$ cat config.mk
export PLATFORM = sky130hd
export DESIGN_NAME = tcpw_smul
export DESIGN_NICKNAME = d
export VERILOG_FILES = /design/src/sv/tcpw_pkg.sv /design/src/sv/tcpw_smul.sv
export SDC_FILE = /design/constraint.sdc
export NUM_CORES = 2
export LEC_CHECK = 0
export ABC_CLOCK_PERIOD_IN_PS = 15100
export BUFFER_PORTS_ARGS = -buffer_cell sky130_fd_sc_hd__buf_2
export CORE_MARGIN = 2
export CORE_UTILIZATION = 60
export CTS_CLUSTER_SIZE = 10
export DETAILED_ROUTE_END_ITERATION = 8
export PLACE_DENSITY = 0.77
export SLEW_MARGIN = 5
export SYNTH_ARGS = -nofsm -noshare
export SYNTH_HDL_FRONTEND = slang
export SYNTH_SLANG_ARGS = --single-unit
$ cat constraint.sdc
create_clock -name clk_i -period 15.1 [get_ports clk_i]
set_input_delay 3.02 -clock clk_i [delete_from_list [all_inputs] [get_ports clk_i]]
set_output_delay 3.02 -clock clk_i [all_outputs]
set_load 0.005 [all_outputs]
$ cat src/sv/tcpw_pkg.sv
`timescale 1ns / 1ps
package tcpw_pkg;

  localparam int unsigned COORD_W   = 32;
  localparam int unsigned DIFF_W    = COORD_W + 1;
  localparam int unsigned P1_W      = 2 * DIFF_W;
  localparam int unsigned DOT_W     = P1_W + 2;
  localparam int unsigned L2_W      = 67;
  localparam int unsigned P2_W      = 2 * L2_W;
  localparam int unsigned EDGE_W    = 70;
  localparam int unsigned NUM_W     = 136;
  localparam int unsigned DEN_W     = 132;
  localparam int unsigned WGT_W     = 31;
  localparam int unsigned Q_W       = 30;
  localparam int unsigned DIG1      = 17;
  localparam int unsigned DIG2      = 23;
  localparam int unsigned MUL_LAT   = 4;
  localparam int unsigned DIV_STEPS = Q_W;
  localparam int unsigned DIV_LAT   = DIV_STEPS + 1;

  localparam logic [WGT_W-1:0] ONE_Q30 = WGT_W'(1) << Q_W;

  localparam logic [1:0] DIMS_PLANAR = 2'd2;
  localparam logic [1:0] DIMS_RESET  = 2'd3;

  typedef enum logic [2:0] {
    RGN_IN,
    RGN_BC,
    RGN_AC,
    RGN_AB,
    RGN_DEG
  } region_e;

  typedef struct packed {
    logic signed [EDGE_W-1:0] wv;
    logic signed [EDGE_W-1:0] vv;
    logic signed [EDGE_W-1:0] wu;
    logic signed [EDGE_W-1:0] uu;
    logic signed [EDGE_W-1:0] ab_num;
    logic signed [EDGE_W-1:0] ab_den;
  } edge_t;

  typedef struct packed {
    logic [WGT_W-1:0] wa;
    logic [WGT_W-1:0] wb;
    logic [WGT_W-1:0] wc;
    logic             ok;
  } res_t;

endpackage

$ cat src/sv/tcpw_smul.sv
`timescale 1ns / 1ps
module tcpw_smul #(
  parameter int unsigned WI  = 33,
  parameter int unsigned DIG = 17
) (
  input  logic                   clk_i,
  input  logic                   en_i,
  input  logic signed [WI-1:0]   a_i,
  input  logic signed [WI-1:0]   b_i,
  output logic signed [2*WI-1:0] p_o
);
  import tcpw_pkg::*;

  localparam int unsigned ND = (WI + DIG - 1) / DIG;
  localparam int unsigned MW = ND * DIG;
  localparam int unsigned PW = 2 * WI;

  logic [MW-1:0]       ma_d, mb_d, ma_q, mb_q;
  logic [2:0]          sgn_q;
  logic [2*DIG-1:0]    pp_q [ND][ND];
  logic [2*MW-1:0]     sum_d, sum_q;
  logic signed [PW-1:0] p_d, p_q;

  // sign-magnitude split
  always_comb begin
    logic signed [MW-1:0] ea, eb;
    ea = MW'(a_i);
    eb = MW'(b_i);
    ma_d = ea[MW-1] ? $unsigned(-ea) : $unsigned(ea);
    mb_d = eb[MW-1] ? $unsigned(-eb) : $unsigned(eb);
  end

  always_comb begin
    sum_d = '0;
    for (int i = 0; i < ND; i++) begin
      for (int j = 0; j < ND; j++) begin
        sum_d = sum_d + ((2 * MW)'(pp_q[i][j]) << (DIG * (i + j)));
      end
    end
  end

  always_comb begin
    logic [2*MW-1:0] s;
    s   = sgn_q[2] ? (~sum_q + 1'b1) : sum_q;
    p_d = $signed(s[PW-1:0]);
  end

  always_ff @(posedge clk_i) begin
    if (en_i) begin
      ma_q  <= ma_d;
      mb_q  <= mb_d;
      sgn_q <= {sgn_q[1:0], a_i[WI-1] ^ b_i[WI-1]};
      for (int i = 0; i < ND; i++) begin
        for (int j = 0; j < ND; j++) begin
          pp_q[i][j] <= (2 * DIG)'(ma_q[i*DIG +: DIG]) * (2 * DIG)'(mb_q[j*DIG +: DIG]);
        end
      end
      sum_q <= sum_d;
      p_q   <= p_d;
    end
  end

  assign p_o = p_q;

endmodule

==> metrics.md <==
| Metric | Value |
|---|---|
| Post-CTS resize count | 0 |
| Most frequent CP cell | fa_1 |
| Critical path, cell by cell | buf_4 > nand2_1 > fa_1 > inv_1 > fa_1 > fa_1 > fa_1 > fa_1 > inv_1 > fa_1 > inv_1 > ha_1 > a21o_1 > a21o_1 > a21oi_1 > o21ai_0 > nor2b_1 > a31oi_1 > a311oi_1 > or4b_2 > nand4b_1 |
| Area growth from synthesis to layout | 5.76% |
| Gp weighted congestion | 0.940 |
| Clk sinks | 337 |
| Crit path time final | 7.37 ns |
| Critical path's slowest cell | edfxtp_1 |
| 1st-iter DRT viols | 3073 |
| DRT Pass-1 Iters | 6 |
| Largest net degree at the start of global routing | 79 |
| Worst-Margin Slew | 1.06 ns |
| Flops & latches, synth | 337 |
| First-pass GRT wire length | 206000 um |
| CP max stage delay | 0.94 ns |
| Fmax | 0.136 GHz |
| Setup crit end | pp_q[0][31] |
| Final setup viols | 0 |
| DR vias | 37700 |
| Placed insts | 6596 |
| Global Route Usage Sum | 28.9% |
| CTS Buf Count | 43 |
| Synth Flop Type | edfxtp_1 |
| Asr flop ratio synth | 0% |
| Clk_lat worst skew | 0.62 ns |
| Final ANT Viol Nets | 0 |
| Initial antenna violation count | 4 |
| Die height | 302 um |
| Status | finished, final reports clean |
| Post-Route WL | 127000 um |
| Drt drc | 0 |
| R2R depth | 21 |
| CP Max Fanout | 18 |
| Setup TNS Final | 0 ns |
| H-tree depth | 2 |
| Buffers added on ports | 133 |
| Max Root-Sink Buffers | 3 |
| Root Driver | clkbuf_16 |
| # rows | 109 |
| Grt total ovfl | 0 |
| Initial core utilization | 60.3% |
| Hold Violations, Final | 0 |
| Final HPWL DP | 93600 um |
| Synth Cell Area | 0.0531 mm2 |
| Core region area | 0.0881 mm2 |
| R2R Path Start | mb_q[25] |
| Fin. max-slew vios | 0 |
| Worst setup SP type | flop |
| ANT cells | 0 |
| Cts hold-fix bufs | 0 |
| Worst setup startpoint | mb_q[25] |
| Worst path required time | 15.58 ns |
| Io pins | 134 |
| Final non-filler cell total | 6660 |
| Worst hold path type | reg2reg |
| Critical path class | reg2reg |
| Critical R2R Capture | pp_q[0][31] |
| Setup Skew | 0.0483 ns |
| Setup crit end kind | flop |
| Routed vias/inst | 5.66 |
| Worst path arrival time | 7.85 ns |
| Vias in the first global route | 38700 |
| Clock Pin Slew Worst Setup and Hold Paths | 0.06 ns |
| Number of max-cap violations | 0 |
| Min Hold Slack | 0.412 ns |
| Post-CTS Setup Bufs | 0 |
| Yosys warns | 0 |
| Post-synth EDFFs | 337 |
| Relative slew slack | 28.8% |
| Nets | 6932 |
| Gate Count Post-Synth | 5458 |
| Die width | 302 um |
| Synth cell types | 72 |
| RSZ-0062 raised after global routing | false |
| Post-synthesis sequential area ratio | 19.0% |
| Die area | 0.0910 mm2 |
| Crit share post-route | 48.8% |
| Share of layout cells above drive strength 1 | 5.26% |
| Syn Area/Cell | 9.74 um2 |
| CTS tree | yes |
| DR WL/cell | 19.1 um |
| Reg-to-reg slack, setup | 7.73 ns |
[worst min-delay path by stage]
| stage | from | end | slack, ns | cells past startpoint |
|---|---|---|---|---|
| floorplan | sgn_q[0] | sgn_q[1] | 0.40 | 0 |
| detailed placement | pp_q[0][34] | sum_q[0] | 0.40 | 0 |
| CTS | pp_q[0][34] | sum_q[0] | 0.42 | 0 |
| global placement | pp_q[0][34] | sum_q[0] | 0.40 | 0 |
| global route | pp_q[0][36] | sum_q[2] | 0.43 | 0 |
| finish | pp_q[0][34] | sum_q[0] | 0.41 | 0 |
[synth_stat cells, drive strengths merged (20+ instances only)]
cell | number | area [um2]
inv | 1144 | 4290
fa | 930 | 18600
nand2 | 764 | 2870
and2 | 493 | 3080
ha | 458 | 5730
edfxtp | 337 | 10100
clkbuf | 234 | 878
xnor2 | 230 | 2010
a21oi | 118 | 591
nor2 | 106 | 398
o21ai | 103 | 515
a21o | 67 | 503
xor2 | 48 | 420
o31ai | 40 | 300
nor3 | 31 | 155
o41ai | 27 | 263
or4 | 25 | 203
nand3 | 24 | 120
nor2b | 24 | 150
o21bai | 24 | 180
o21a | 23 | 173
nand2b | 20 | 125
[registers in the layout, summed over array words and instances (netlist names)]
| name | flops |
|---|---|
| ma_q | 34 |
| mb_q | 34 |
| p_o | 66 |
| pp_q | 134 |
| sgn_q | 3 |
| sum_q | 66 |
[logic make-up (layout without fill, tap and decap cells)]
logic type	Yosys count	count (layout)	synth area share (%)
AOI/OAI and AO/OA	486	486	6.01
xor gates and xnor gates	278	278	4.58
adders and majority gates	1388	1388	45.8
buffers and inverters	1378	1414	9.73
DFF	337	337	19.0
muxes	2	2	0.0377
other	1	2	0.00706
and+or+nand+nor	1588	1588	14.8
[cell usage in the layout, fill, tap and decap left out, types with 25 or more instances in the layout]
master     Yosys  final
a21o_1        67     67
a21oi_1      118    118
and2_1       493    493
buf_2          0    132
buf_4          0     73
clkbuf_16      0     43
edfxtp_1     337    337
fa_1         930    930
ha_1         458    458
inv_1       1144   1144
nand2_1      764    764
nor2_1       106    106
nor3_1        31     31
o21ai_0      102    102
o31ai_1       40     40
o41ai_1       25     25
xnor2_1      230    230
xor2_1        48     48
[worst max-delay path, delay by kind of cell, from the launching register on]
kind / cells / cell delay (ns)
adders and majority gates: 7 / 3.38
AOI/OAI and AO/OA: 6 / 1.32
and+or+nand+nor: 4 / 1.05
DFF: 1 / 0.94
buffers and inverters: 4 / 0.52
[metrics by stage]
step	utilization (%)	area, um2	setup WS, ns
after CTS	63.8	56200	7.83
after detailed placement	62.4	55000	7.87
after floorplan	-	53200	8.78
final	63.8	56200	7.73
after global placement	62.4	55000	8.08
after global routing	63.8	56200	7.45
[routing by layer]
metal | share of wire (%) | GRT usage, % | up-vias
li1 | - | - | 16900
met1 | 41 | 40.4 | 18900
met2 | 46 | 45.9 | 1670
met3 | 9.4 | 5.63 | 267
met4 | 3.4 | 9.19 | 6
met5 | 0.028 | 0 | -
[area by class of cell]
type                       count  area, um2
multi-input combinational   3744      37900
fill                        7149      31900
sequential                   337      10100
inverter                    1144       4290
tap                         1165       1460
timing repair buffer         206       1220
clock buffer                  48       1090
clock inverter                16        160
Power is left out: the tool's default activity adds up to more than one toggle a clock period on the data nets, which glitch-free logic cannot reach.
